`src/rtl/assert_macros.svh`:
```
// Assertion helpers, included by console_mailbox_keepalive_core.sv.
// ASSERT_RST disables the check while the reset input is high.
// ASSERT_ALWAYS checks at every clock edge, reset included.
`ifndef ASSERT_MACROS_SVH
`define ASSERT_MACROS_SVH

`ifndef ASSERT_OFF

`define ASSERT_RST(lbl, clk, rst, prop, msg) \
   lbl: assert property (@(posedge clk) disable iff (rst) prop) else $error(msg);

`define ASSERT_ALWAYS(lbl, clk, prop, msg) \
   lbl: assert property (@(posedge clk) prop) else $error(msg);

`else

`define ASSERT_RST(lbl, clk, rst, prop, msg)

`define ASSERT_ALWAYS(lbl, clk, prop, msg)

`endif

`endif

```
`src/rtl/ckm_pkg.sv`:
```
package ckm_pkg;

   localparam int NumWords = 5;
   localparam int WordW    = 36;
   localparam int SelW     = 3;
   localparam int FuncW    = 3;
   localparam int KeyW     = 8;
   localparam int CharW    = 7;
   localparam int LimitW   = 8;
   localparam int CountW   = 8;
   localparam int AliveLsb = 8;
   localparam int AliveW   = 8;
   localparam int ReasonW  = 8;

   // request codes
   localparam logic [FuncW-1:0] FuncHostWr    = 3'd0;
   localparam logic [FuncW-1:0] FuncHostRd    = 3'd1;
   localparam logic [FuncW-1:0] FuncDoorbell  = 3'd2;
   localparam logic [FuncW-1:0] FuncPrintDone = 3'd3;
   localparam logic [FuncW-1:0] FuncKey       = 3'd4;
   localparam logic [FuncW-1:0] FuncTick      = 3'd5;

   // mailbox word slots
   localparam logic [SelW-1:0] SelKeepAlive = 3'd0;
   localparam logic [SelW-1:0] SelTtyIn     = 3'd1;
   localparam logic [SelW-1:0] SelTtyOut    = 3'd2;

   // bit positions in the mailbox words
   localparam int ValidBit  = 8;
   localparam int ReloadBit = 31;
   localparam int ActiveBit = 30;

   localparam logic [WordW-1:0] ReloadClr   = 36'o0030000177777;
   localparam logic [WordW-1:0] ReasonField = 36'o0000000000377;
   localparam logic [WordW-1:0] KaReset     = 36'o0003740000000;

   localparam logic [ReasonW-1:0] RsnForced = 8'o002;
   localparam logic [ReasonW-1:0] RsnKaFail = 8'o001;

   localparam logic [LimitW-1:0] LimitReset = 8'd15;

   typedef struct packed {
      logic [FuncW-1:0] func;
      logic [SelW-1:0]  word_select;
      logic [WordW-1:0] write_data;
      logic [KeyW-1:0]  key_code;
      logic             key_break;
   } req_type;

   typedef struct packed {
      logic [WordW-1:0] read_data;
      logic             console_irq;
      logic             print_start;
      logic [CharW-1:0] print_char;
      logic             poll_request;
      logic             key_taken;
      logic             reload_request;
      logic             keepalive_fail;
   } rsp_type;

   typedef struct packed {
      logic [NumWords-1:0][WordW-1:0] words;
      logic [AliveW-1:0]              last_alive;
      logic [CountW-1:0]              unchanged;
   } state_type;

endpackage

```
`src/rtl/ckm_req_if.sv`:
```
interface ckm_req_if;
   logic                       valid;
   logic                       ready;
   logic [ckm_pkg::FuncW-1:0]  func;
   logic [ckm_pkg::SelW-1:0]   word_select;
   logic [ckm_pkg::WordW-1:0]  write_data;
   logic [ckm_pkg::KeyW-1:0]   key_code;
   logic                       key_break;

   modport source (
      output valid, func, word_select, write_data, key_code, key_break,
      input  ready
   );

   modport sink (
      input  valid, func, word_select, write_data, key_code, key_break,
      output ready
   );
endinterface

```
`src/rtl/ckm_rsp_if.sv`:
```
interface ckm_rsp_if;
   logic                       valid;
   logic                       ready;
   logic [ckm_pkg::WordW-1:0]  read_data;
   logic                       console_irq;
   logic                       print_start;
   logic [ckm_pkg::CharW-1:0]  print_char;
   logic                       poll_request;
   logic                       key_taken;
   logic                       reload_request;
   logic                       keepalive_fail;

   modport source (
      output valid, read_data, console_irq, print_start, print_char,
             poll_request, key_taken, reload_request, keepalive_fail,
      input  ready
   );

   modport sink (
      input  valid, read_data, console_irq, print_start, print_char,
             poll_request, key_taken, reload_request, keepalive_fail,
      output ready
   );
endinterface

```
`src/rtl/ckm_step.sv`:
```
// Next-state and result for one word, pure combinational.
module ckm_step (
   input  ckm_pkg::req_type                item,
   input  ckm_pkg::state_type              cur,
   input  logic [ckm_pkg::LimitW-1:0]      limit,
   output ckm_pkg::state_type              nxt,
   output ckm_pkg::rsp_type                res
);

   logic                              sel_ok;
   logic [ckm_pkg::WordW-1:0]         w0;
   logic [ckm_pkg::WordW-1:0]         w1;
   logic [ckm_pkg::WordW-1:0]         w2;
   logic [ckm_pkg::AliveW-1:0]        alive;
   logic [ckm_pkg::CountW-1:0]        count_inc;

   assign sel_ok    = item.word_select < ckm_pkg::SelW'(ckm_pkg::NumWords);
   assign w0        = cur.words[ckm_pkg::SelKeepAlive];
   assign w1        = cur.words[ckm_pkg::SelTtyIn];
   assign w2        = cur.words[ckm_pkg::SelTtyOut];
   assign alive     = w0[ckm_pkg::AliveLsb +: ckm_pkg::AliveW];
   assign count_inc = cur.unchanged + ckm_pkg::CountW'(1);

   always_comb begin
      nxt = cur;
      res = '0;
      unique case (item.func)
         ckm_pkg::FuncHostWr: begin
            if (sel_ok) begin
               nxt.words[item.word_select] = item.write_data;
            end
         end
         ckm_pkg::FuncHostRd: begin
            if (sel_ok) begin
               res.read_data = cur.words[item.word_select];
            end
         end
         ckm_pkg::FuncDoorbell: begin
            if (w2[ckm_pkg::ValidBit]) begin
               res.print_start = 1'b1;
               res.print_char  = w2[ckm_pkg::CharW-1:0];
            end else if (!w1[ckm_pkg::ValidBit]) begin
               res.poll_request = 1'b1;
            end
         end
         ckm_pkg::FuncPrintDone: begin
            nxt.words[ckm_pkg::SelTtyOut] = '0;
            res.console_irq = 1'b1;
         end
         ckm_pkg::FuncKey: begin
            // hold the key while the host has not taken the last one
            if (!w1[ckm_pkg::ValidBit]) begin
               res.key_taken = 1'b1;
               if (!item.key_break) begin
                  nxt.words[ckm_pkg::SelTtyIn] =
                     ckm_pkg::WordW'(item.key_code[ckm_pkg::CharW-1:0]);
                  nxt.words[ckm_pkg::SelTtyIn][ckm_pkg::ValidBit] = 1'b1;
                  res.console_irq = 1'b1;
               end
            end
         end
         ckm_pkg::FuncTick: begin
            if (w0[ckm_pkg::ReloadBit]) begin
               nxt.words[ckm_pkg::SelKeepAlive] =
                  (w0 & ~ckm_pkg::ReloadClr) | ckm_pkg::WordW'(ckm_pkg::RsnForced);
               for (int i = 1; i < ckm_pkg::NumWords; i++) begin
                  nxt.words[i] = '0;
               end
               res.reload_request = 1'b1;
            end else if (w0[ckm_pkg::ActiveBit]) begin
               if (alive != cur.last_alive) begin
                  nxt.last_alive = alive;
                  nxt.unchanged  = '0;
               end else if (count_inc >= limit) begin
                  nxt.unchanged = '0;
                  nxt.words[ckm_pkg::SelKeepAlive] =
                     (w0 & ~ckm_pkg::ReasonField) | ckm_pkg::WordW'(ckm_pkg::RsnKaFail);
                  for (int i = 1; i < ckm_pkg::NumWords; i++) begin
                     nxt.words[i] = '0;
                  end
                  res.keepalive_fail = 1'b1;
               end else begin
                  nxt.unchanged = count_inc;
               end
            end
         end
         default: begin
         end
      endcase
   end

endmodule

```
`src/rtl/console_mailbox_keepalive_core.sv`:
```
// Console mailbox front end with keep-alive watchdog. Each request word on
// req_chan (host write/read, doorbell, print done, key arrival, one-second
// tick) yields exactly one response word on rsp_chan, in order. The block
// sustains one word per clock while rsp_chan does not stall: a word is held in
// the input register, is evaluated by a single pass of short logic against the
// five 36-bit mailbox words and watchdog counters, and lands in the response
// register, which drives rsp_chan.valid. Throughput is set only by the
// response register: req_chan.ready stays high while the input register can
// move on, and drops only when a response is stalled and the input register
// is full. csr_wr_data loads the keep-alive limit (seconds without change of
// the alive field before failure, reset 15); write it only while no words are
// in flight. Reset is synchronous; no clearing pass is needed.
`include "assert_macros.svh"

module console_mailbox_keepalive_core (
   input  logic                        clock,
   input  logic                        reset,
   ckm_req_if.sink                     req_chan,
   ckm_rsp_if.source                   rsp_chan,
   input  logic                        csr_wr_en,
   input  logic [ckm_pkg::LimitW-1:0]  csr_wr_data
);

   // input register
   logic                         s1_vld_ff;
   logic                         s1_vld_in;
   ckm_pkg::req_type             s1_item_ff;
   ckm_pkg::req_type             req_word;

   // response register
   logic                         rsp_vld_ff;
   logic                         rsp_vld_in;
   ckm_pkg::rsp_type             rsp_data_ff;

   // block state
   ckm_pkg::state_type           state_ff;
   ckm_pkg::state_type           state_in;
   ckm_pkg::rsp_type             step_res;
   logic [ckm_pkg::LimitW-1:0]   limit_ff;

   logic                         req_accept;
   logic                         advance;

   assign req_word.func        = req_chan.func;
   assign req_word.word_select = req_chan.word_select;
   assign req_word.write_data  = req_chan.write_data;
   assign req_word.key_code    = req_chan.key_code;
   assign req_word.key_break   = req_chan.key_break;

   // move the input word into the response register when that slot frees up
   assign advance        = s1_vld_ff && (!rsp_vld_ff || rsp_chan.ready);
   assign req_chan.ready = !s1_vld_ff || advance;
   assign req_accept     = req_chan.valid && req_chan.ready;

   always_comb begin
      s1_vld_in = s1_vld_ff;
      if (req_accept) begin
         s1_vld_in = 1'b1;
      end else if (advance) begin
         s1_vld_in = 1'b0;
      end
   end

   always_comb begin
      rsp_vld_in = rsp_vld_ff;
      if (advance) begin
         rsp_vld_in = 1'b1;
      end else if (rsp_chan.ready) begin
         rsp_vld_in = 1'b0;
      end
   end

   ckm_step u_step (
      .item  (s1_item_ff),
      .cur   (state_ff),
      .limit (limit_ff),
      .nxt   (state_in),
      .res   (step_res)
   );

   // control and state registers
   always_ff @(posedge clock) begin
      if (reset) begin
         s1_vld_ff           <= 1'b0;
         rsp_vld_ff          <= 1'b0;
         // keep-alive word sits in the low slot, the others clear
         state_ff.words      <= (ckm_pkg::NumWords*ckm_pkg::WordW)'(ckm_pkg::KaReset);
         state_ff.last_alive <= '0;
         state_ff.unchanged  <= '0;
         limit_ff            <= ckm_pkg::LimitReset;
      end else begin
         s1_vld_ff  <= s1_vld_in;
         rsp_vld_ff <= rsp_vld_in;
         if (advance) begin
            state_ff <= state_in;
         end
         if (csr_wr_en) begin
            limit_ff <= csr_wr_data;
         end
      end
   end

   // payload registers
   always_ff @(posedge clock) begin
      if (req_accept) begin
         s1_item_ff <= req_word;
      end
      if (advance) begin
         rsp_data_ff <= step_res;
      end
   end

   assign rsp_chan.valid          = rsp_vld_ff;
   assign rsp_chan.read_data      = rsp_data_ff.read_data;
   assign rsp_chan.console_irq    = rsp_data_ff.console_irq;
   assign rsp_chan.print_start    = rsp_data_ff.print_start;
   assign rsp_chan.print_char     = rsp_data_ff.print_char;
   assign rsp_chan.poll_request   = rsp_data_ff.poll_request;
   assign rsp_chan.key_taken      = rsp_data_ff.key_taken;
   assign rsp_chan.reload_request = rsp_data_ff.reload_request;
   assign rsp_chan.keepalive_fail = rsp_data_ff.keepalive_fail;

   // a word in the input register reaches an empty response slot next cycle
   `ASSERT_RST(a_fill_rsp, clock, reset, (s1_vld_ff && !rsp_vld_ff) |=> rsp_vld_ff, "input word did not advance")
   // the input side stalls only when the response is stuck
   `ASSERT_RST(a_stall, clock, reset, (s1_vld_ff && rsp_vld_ff && !rsp_chan.ready) |-> !req_chan.ready, "accepted while full")
   // the event flags of one response exclude each other
   `ASSERT_RST(a_flags, clock, reset, rsp_vld_ff |-> $onehot0({rsp_data_ff.print_start, rsp_data_ff.poll_request, rsp_data_ff.key_taken, rsp_data_ff.reload_request, rsp_data_ff.keepalive_fail}), "conflicting event flags")
   // a watchdog failure restarts the count
   `ASSERT_RST(a_kfail_cnt, clock, reset, (advance && step_res.keepalive_fail) |=> (state_ff.unchanged == '0), "count not cleared on failure")
   // reset restores the keep-alive word
   `ASSERT_ALWAYS(a_ka_reset, clock, $past(reset) |-> (state_ff.words[ckm_pkg::SelKeepAlive] == ckm_pkg::KaReset), "keep-alive reset value")

endmodule
```
`src/flat_wrapper.sv`:
```
// flat-port wrapper written by rule: the top's interface ports become plain ports
module console_mailbox_keepalive_core_flat 
  (clock, reset, csr_wr_en, csr_wr_data, req_chan_valid, req_chan_func, req_chan_word_select, req_chan_write_data, req_chan_key_code, req_chan_key_break, req_chan_ready, rsp_chan_valid, rsp_chan_read_data, rsp_chan_console_irq, rsp_chan_print_start, rsp_chan_print_char, rsp_chan_poll_request, rsp_chan_key_taken, rsp_chan_reload_request, rsp_chan_keepalive_fail, rsp_chan_ready);
  ckm_req_if req_chan_i ();
  ckm_rsp_if rsp_chan_i ();
  input  logic clock;
  input  logic reset;
  input  logic csr_wr_en;
  input  logic [ckm_pkg::LimitW-1:0] csr_wr_data;
  input wire logic [$bits(req_chan_i.valid)-1:0] req_chan_valid;
  input wire logic [$bits(req_chan_i.func)-1:0] req_chan_func;
  input wire logic [$bits(req_chan_i.word_select)-1:0] req_chan_word_select;
  input wire logic [$bits(req_chan_i.write_data)-1:0] req_chan_write_data;
  input wire logic [$bits(req_chan_i.key_code)-1:0] req_chan_key_code;
  input wire logic [$bits(req_chan_i.key_break)-1:0] req_chan_key_break;
  output wire logic [$bits(req_chan_i.ready)-1:0] req_chan_ready;
  output wire logic [$bits(rsp_chan_i.valid)-1:0] rsp_chan_valid;
  output wire logic [$bits(rsp_chan_i.read_data)-1:0] rsp_chan_read_data;
  output wire logic [$bits(rsp_chan_i.console_irq)-1:0] rsp_chan_console_irq;
  output wire logic [$bits(rsp_chan_i.print_start)-1:0] rsp_chan_print_start;
  output wire logic [$bits(rsp_chan_i.print_char)-1:0] rsp_chan_print_char;
  output wire logic [$bits(rsp_chan_i.poll_request)-1:0] rsp_chan_poll_request;
  output wire logic [$bits(rsp_chan_i.key_taken)-1:0] rsp_chan_key_taken;
  output wire logic [$bits(rsp_chan_i.reload_request)-1:0] rsp_chan_reload_request;
  output wire logic [$bits(rsp_chan_i.keepalive_fail)-1:0] rsp_chan_keepalive_fail;
  input wire logic [$bits(rsp_chan_i.ready)-1:0] rsp_chan_ready;
  assign req_chan_i.valid = req_chan_valid;
  assign req_chan_i.func = req_chan_func;
  assign req_chan_i.word_select = req_chan_word_select;
  assign req_chan_i.write_data = req_chan_write_data;
  assign req_chan_i.key_code = req_chan_key_code;
  assign req_chan_i.key_break = req_chan_key_break;
  assign req_chan_ready = req_chan_i.ready;
  assign rsp_chan_valid = rsp_chan_i.valid;
  assign rsp_chan_read_data = rsp_chan_i.read_data;
  assign rsp_chan_console_irq = rsp_chan_i.console_irq;
  assign rsp_chan_print_start = rsp_chan_i.print_start;
  assign rsp_chan_print_char = rsp_chan_i.print_char;
  assign rsp_chan_poll_request = rsp_chan_i.poll_request;
  assign rsp_chan_key_taken = rsp_chan_i.key_taken;
  assign rsp_chan_reload_request = rsp_chan_i.reload_request;
  assign rsp_chan_keepalive_fail = rsp_chan_i.keepalive_fail;
  assign rsp_chan_i.ready = rsp_chan_ready;
  console_mailbox_keepalive_core u_core (.clock(clock), .reset(reset), .req_chan(req_chan_i), .rsp_chan(rsp_chan_i), .csr_wr_en(csr_wr_en), .csr_wr_data(csr_wr_data));
endmodule
```
`config.mk`:
```
export PLATFORM = sky130hd
export DESIGN_NAME = console_mailbox_keepalive_core_flat
export DESIGN_NICKNAME = d
export VERILOG_FILES = /design/src/rtl/ckm_pkg.sv /design/src/rtl/ckm_req_if.sv /design/src/rtl/ckm_rsp_if.sv /design/src/rtl/ckm_step.sv /design/src/rtl/console_mailbox_keepalive_core.sv /design/src/flat_wrapper.sv
export VERILOG_INCLUDE_DIRS = /design/src /design/src/rtl
export SDC_FILE = /design/constraint.sdc
export NUM_CORES = 1
export LEC_CHECK = 0
export BUFFER_PORTS_ARGS = -buffer_cell sky130_fd_sc_hd__buf_2
export CORE_UTILIZATION = 36
export DETAILED_ROUTE_END_ITERATION = 6
export GPL_ROUTABILITY_DRIVEN = 0
export PLACE_DENSITY = 0.59
export SETUP_SLACK_MARGIN = 0.3
export SYNTH_ARGS = -nofsm -noshare
export SYNTH_HDL_FRONTEND = slang
export SYNTH_HIERARCHICAL = 1
export SYNTH_SLANG_ARGS = --single-unit
```
`constraint.sdc`:
```
create_clock -name clock -period 7.3 [get_ports clock]
set_clock_uncertainty 0.1 [all_clocks]
set_input_delay 2.19 -clock clock [delete_from_list [all_inputs] [get_ports clock]]
set_output_delay 2.19 -clock clock [all_outputs]
set_load 0.05 [all_outputs]
```
Yosys cells after proc, flatten, opt, wreduce, memory -nomap -nowiden:

Index checks and enable logic that the tools add are counted.

* memory bits (writable): 0
* memories: 0
* bits in registers: 305
* bits in read-only memories: 0
* bits in latches: 0
* word-level logic and storage cells: 105
* input bits: 64

* equal/unequal tests: 13
* reductions and logical operators: 26
* $add $sub $neg: 1
* muxes and demuxes: 30
* bitwise gates (word level): 4
* multipliers: 0
* shifts and indexed selects: 0
* div/mod/pow operators: 0
* order comparisons: 4

Operators with widths (count)
* $mux W180: 4
* $pmux W36 S3: 2
* $mux W196: 1
* $bwmux W180: 1
* $mux W36: 4
* $pmux W72 S2: 1
* $bmux W36 S3: 1
* $demux W36 S3: 1
* $pmux W36 S2: 1
* $mux W8: 4
* $reduce_and A6 Y1: 3
* $reduce_and A4 Y1: 3
* $mux W1: 9
* $add A8 B1 Y8 const B: 1
* $ge A8 B8 Y1: 1
* $ne A8 B8 Y1: 1
* $reduce_and A8 Y1: 1
* $eq A3 B2 Y1 const B: 2
* $eq A3 B3 Y1 const B: 2
* $ne A2 B2 Y1 const B: 3
* $ne A3 B2 Y1 const B: 2
* $reduce_bool A2 Y1: 3
* $reduce_bool A3 Y1: 2
* $reduce_and A5 Y1: 1
* other kinds (16): 24

Longest topological paths before layout:

Gate-level depths: netlist (run 1).

* depth after elaboration: 7
* depth in mapped cells: 14
* depth with buffers taken out: 13

Hierarchy:

The synthesis (run 1) kept the hierarchy.

By module, submodules not included
* console_mailbox_keepalive_core: cells each 986, area each 12072.8 um^2, instances 1, seq. area each 7126.8 um^2
* ckm_step: cells each 701, area each 4593.2 um^2, instances 1, seq. area each 0.0 um^2

Worst setup path before layout (run 1):

Ideal clock, no wire load.

* path kind: input-to-reg
* from: input port rsp_chan_ready
* to: register u_core/s1_item_ff[0] (netlist name), enable pin
* path buffers: 0
* data required time: 6723 ps
* setup slack: 1982 ps
* cell stages on the path: 2
* data arrival time: 4741 ps
* library setup time: 477 ps
* path through: nor2b_4 > a21oi_1

* word-level cells in the longest chain between the ends: 4

Ends and longest elaborated chain
* start: declaration: line flat_wrapper.sv:26 `input wire logic [$bits(rsp_chan_i.ready)-1:0] rsp_chan_ready;`
* $logic_or A1 B1 Y1: line console_mailbox_keepalive_core.sv:51 `assign advance = s1_vld_ff && (!rsp_vld_ff || rsp_chan.ready);`
* $logic_and A1 B1 Y1: line console_mailbox_keepalive_core.sv:51
* $logic_or A1 B1 Y1: line console_mailbox_keepalive_core.sv:52 `assign req_chan.ready = !s1_vld_ff || advance;`
* $logic_and A1 B1 Y1: line console_mailbox_keepalive_core.sv:53 `assign req_accept = req_chan.valid && req_chan.ready;`
* net u_core.req_accept: line console_mailbox_keepalive_core.sv:41 `logic req_accept;`
* end signal: assignment: line console_mailbox_keepalive_core.sv:106 `s1_item_ff <= req_word;`
* end: declaration: line console_mailbox_keepalive_core.sv:27 `ckm_pkg::req_type s1_item_ff;`

The timed path passes the listed nets, and every way through them passes these cells.
A chain may end at the register's enable or synchronous reset.

Worst setup path in the final report (run 1):

* from: input port rsp_chan_ready
* to: output port req_chan_ready

* word-level cells in the longest chain between the ends: 3

Ends and longest elaborated chain
* $logic_or A1 B1 Y1: line console_mailbox_keepalive_core.sv:51
* $logic_and A1 B1 Y1: line console_mailbox_keepalive_core.sv:51
* $logic_or A1 B1 Y1: line console_mailbox_keepalive_core.sv:52
* end: declaration: line flat_wrapper.sv:16 `output wire logic [$bits(req_chan_i.ready)-1:0] req_chan_ready;`

No other way between the ends.

==> metrics, run 1 <==
status finished clean; vias approximately 13000; Final nets roughly 1800; Root Driver clkbuf_16; worst skew pair latency ~0.55 ns; initial antenna violation count 0; Hold Path Stages 2; share of post-route cells with drive strength above 1 0.142; post-route ant nets 0; Fin. Hold Viols 0; Max-Cap Viols 0; Die ar. 47100 um2; Worst-Margin Slew 1.20 ns; min-delay worst type reg -> reg; cts hold-fix bufs 0; Max Slew Vio Count 0; Final min period between 5 and 6 ns; Final period util 0.700; Critical Path RT around 5 ns; Post-Syn Instances ~1700; I/O pin total about 120; Detailed Route Iter0 Violations slightly above 800; Die H about 220 um; Worst Hold Endpoint u_core/state_ff[53]; hpwl dp between 20000 and 30000 um; RSZ-0062 raised after global routing no; CP Capture Type output port; Critical R2R Launch u_core/state_ff[0]; IO buf count 113; CTS max path bufs 3; Cell Rows between 70 and 80; drt pass-1 iters 5; Setup WS pre-CTS about 2.2 ns; filler cell count approximately 4400; Initial Util 0.366; vias per inst 5.39; Synth warnings 6; Num Clock Sinks approximately 300; Core Box Area 45500 um2; startpoint types input port; Final Setup Violations 0; Final Util 0.411; post-synthesis cell area ~17000 um2; Pwr Total ~4.1 mW; vias in the first global route roughly 12000; maximum vdd drop ~0.16 mV; CTS buffer count 37; Area Overhead vs Synth 12.2%; Crit Reg-Reg Endpoint u_core/state_ff[113]; Arr. time, crit path 2.82 ns; Total Wirelength approximately 45000 um; Avg WL per Cell between 15 and 20 um; fmax a little under 200 MHz; Rel. slew slack 0.200; Die Span X ~220 um; Setup WS post-layout 2.19 ns; leakage power 6.57 nW; DRC viols 0; worst hold slack 0.375 ns; Setup Buffers After CTS 0; GRT Resource Usage Total 0.189; HP Start u_core/state_ff[53]; largest net degree at the start of global routing approximately 210; post-route setup TNS 0 ns; Worst-path clk slew about 0.05 ns; first-pass GRT wire length ~70000 um; post_cts resized 0; flop-to-flop setup slack ~3.2 ns; Worst Setup Path Type in -> out; CP max FO 4; grt total ovfl 0; syn avg cell area 9.87 um2; CTS tree yes; reg2reg path depth 13; Max H-tree Level 2; Cell Pwr Density 220 nW/um2; syn_nets between 1500 and 2000
## sequential cells by signal (all words and copies together), names as in the netlist, 7 cells and up
| signal | cells |
|---|---|
| u_core/rsp_chan.print_char | 7 |
| u_core/s1_item_ff | 50 |
| u_core/state_ff | 196 |
| u_core/rsp_chan.read_data | 36 |
| u_core/limit_ff | 8 |
## placed cells by master (no fill, tap or decap), drive strengths merged, types with 19 or more instances in the layout
| cell type | n |
|---|---|
| a22oi | 31 |
| o21ai | 40 |
| nor2 | 115 |
| nand2b | 388 |
| edfxtp | 99 |
| dfxtp | 206 |
| buf | 132 |
| mux2i | 210 |
| a21oi | 19 |
| clkbuf | 56 |
| a22o | 138 |
| nand2 | 98 |
| a221oi | 38 |
| inv | 32 |
| mux2 | 25 |
## routing by layer
metal / vias up / part of all wire / global-route usage
met3: 76 / 0.052 / 0.0347
met4: 0 / 0.027 / 0.0631
met1: 6295 / 0.45 / 0.248
li1: 5981 / - / -
met2: 284 / 0.47 / 0.313
met5: - / 0 / 0
## worst max-delay path, stage by stage
cell,delay [ns]
buf_2,0.11
nor2b_4,0.19
nand2_1,0.10
buf_2,0.22
## stage by stage
step                      instance area [um2]  std cells
after floorplan                         16600       1686
after global placement                  17400       2277
after detailed placement                17400       2277
after CTS                               18700       2345
after global routing                    18700       2345
final                                   18700       2346
## where the power goes
group | leakage (nW) | internal, mW | switching, mW
Sequential | 2.60 | 1.79 | 0.0340
Clock | 0.635 | 1.20 | 0.751
Combinational | 3.33 | 0.114 | 0.219
Total | 6.57 | 3.10 | 1.00
## worst max-delay path by stage
stage | startpoint | endpoint | slack, ns
4_1_cts | rsp_chan_ready | req_chan_ready | 2.19
2_1_floorplan | rsp_chan_ready | u_core/s1_item_ff[0] | 2.03
3_3_place_gp | rsp_chan_ready | req_chan_ready | 2.21
5_1_grt | rsp_chan_ready | req_chan_ready | 2.16
3_5_place_dp | rsp_chan_ready | req_chan_ready | 2.19
6_report | rsp_chan_ready | req_chan_ready | 2.19
## area by class of cell
type | instances | area [um2] | area share
Sequential cell | 305 | 7100 | 0.380
Clock buffer | 56 | 1120 | 0.0600
Tap cell | 600 | 751 | 0.0402
Inverter | 30 | 113 | 0.00603
Antenna cell | 1 | 2.50 | 0.000134
Clock inverter | 12 | 164 | 0.00878
Multi-Input combinational cell | 1210 | 8670 | 0.465
Timing Repair Buffer | 132 | 752 | 0.0403
No activity file was read; power rests on OpenSTA's default activity.
==> run 2: changes to the inputs <==
==> constraint.sdc (replaced) <==
create_clock -name clock -period 5.15 [get_ports clock]
set_clock_uncertainty 0.1 [all_clocks]
set_input_delay 1.545 -clock clock [delete_from_list [all_inputs] [get_ports clock]]
set_output_delay 1.545 -clock clock [all_outputs]
set_load 0.05 [all_outputs]
==> metrics, run 2 (same netlist as run 1, synthesis figures left out) <==
status finished clean; cell family with most CP delay compound AO/OA/AOI/OAI gates; first-pass GRT wire length 70800 um; Placed Instances 2282; Sw Ratio 0.248; initial antenna violation count 1; Worst path most repeated cell ha_1; worst skew pair latency 0.56 ns; min-delay worst type reg -> reg; Max H-tree Level 2; commonest non-fill, non-tap cells in the layout 388 x nand2b_1, 210 x mux2i_1, 206 x dfxtp_1; CTS tree yes; CP max FO 21; maximum vdd drop 0.199 mV; Hold Path Stages 2; Final min period 4.05 ns; I/O pin total between 100 and 150; Gate power share 0.080; grt total ovfl 0; register area 7100 um2; leakage power between 6 and 7 nW; max reg flops 196; post-route ant nets 0; flop-to-flop setup slack about 1.1 ns; Die H 217 um; GRT Resource Usage Total 0.191; drt pass-1 iters 5; Final period util 0.786; post_cts resized 0; vias in the first global route about 13000; Multi-input gate area between 8000 and 9000 um2; Critical Path RT between 5 and 6 ns; Max-Cap Viols 0; CTS max path bufs 3; Die ar. 47100 um2; critical path buffer and inverter count 1; Critical Path Stages 13; Fin. Hold Viols 0; Crit path largest cell delay approximately 0.8 ns; Area Overhead vs Synth 12.5%; Final Setup Violations 0; DRC viols 0; CP Capture Type flip-flop; Cell Pwr Density ~310 nW/um2; Setup Buffers After CTS 0; Int Power about 4.4 mW; Num Clock Sinks just over 300; reg2reg path depth 13; Avg WL per Cell 19.2 um; fmax approximately 250 MHz; IO buf count approximately 110; post-route insts no fill ~2400; RSZ-0062 raised after global routing no; antenna cell count 0; commonest non-fill, non-tap cell in the layout nand2b_1; slowest cell on the critical path o21ai_4; CP Cell Sequence ha_1 > nand3_1 > nor2_1 > xor2_1 > ha_1 > a21oi_1 > a21boi_0 > o311a_1 > o21ai_4 > buf_4 > a22o_1 > nand2b_1 > mux2i_1; Arr. time, crit path 4.42 ns; vias per inst 5.33; P_sw 1.43 mW; cts hold-fix bufs 0; vias 12500; post-route setup TNS 0 ns; Die Span X about 220 um; Most flops, register u_core/state_ff; Clock Power Share 0.472; hpwl dp 26000 um; Final nets 1795; Worst-path clk slew 0.06 ns; Root Driver clkbuf_16; startpoint types flip-flop; share of post-route cells with drive strength above 1 0.143; Rel. slew slack 0.216; CTS buffer count 38; Core Box Area around 45000 um2; sequential fraction of design power 0.448; Cell Rows 78; Worst-Margin Slew approximately 1.2 ns; largest net degree at the start of global routing approximately 150; Initial Util 0.366; Total Wirelength approximately 45000 um; filler cell count roughly 4500; Max Slew Vio Count 0; Detailed Route Iter0 Violations 800; Worst Setup Path Type reg -> reg
## run 2: cell types whose count changed in the layout (fill, tap and decap cells not counted), moves of 3 or more
cell | previous run | this run
clkbuf_8 | 8 | 2
clkinv_1 | 1 | 6
buf_4 | 16 | 19
clkbuf_16 | 39 | 42
clkinvlp_4 | 0 | 3
## run 2: metal layers
layer / wire length, um / track usage / part of all wire
met1: 20800 / 0.253 / 0.46
met2: 21100 / 0.318 / 0.47
met3: 2140 / 0.0333 / 0.047
met4: 1010 / 0.0580 / 0.022
met5: 11 / 0 / 0.00024
## run 2: tightest hold or removal path: cells and delay by family (launching register included)
kind,cells,cell delay (ns)
multiplexers,1,0.06
AND/OR/NAND/NOR,1,0.06
flip-flops,1,0.31
## run 2: path summary, 6_finish.rpt
kind                             from                    to
setup / recovery   u_core/state_ff[0]  u_core/state_ff[116]
hold / removal    u_core/state_ff[53]   u_core/state_ff[53]
setup reg to reg   u_core/state_ff[0]  u_core/state_ff[116]
hold reg to reg   u_core/state_ff[53]   u_core/state_ff[53]
## run 2: through the flow
step                hold slack (ns)  setup slack [ns]  cell area (um2)  power [mW]  utilization
floorplan                     0.347             0.527            16600        2.97            -
global placement              0.359              1.28            17400        3.11        0.384
detailed placement            0.368              1.19            17400        3.11        0.384
CTS                           0.379              1.14            18700        5.87        0.412
global route                  0.396             0.862            18700        6.00        0.412
finish                        0.379              1.10            18700        5.79        0.412
## run 2: power by group through the flow
stage / clock network [mW] / logic, mW / registers (mW)
after floorplan: 0 / 0.297 / 2.68
after global routing: 2.91 / 0.492 / 2.60
final: 2.73 / 0.466 / 2.59
after detailed placement: 0 / 0.466 / 2.64
after global placement: 0 / 0.461 / 2.64
after CTS: 2.81 / 0.467 / 2.59
## run 2: final cells by class
type	count	share of cell area
Timing Repair Buffer	137	0.0435
Tap cell	600	0.0401
Sequential cell	305	0.379
Inverter	30	0.00601
Clock buffer	51	0.0590
Clock inverter	19	0.00909
Multi-Input combinational cell	1210	0.463
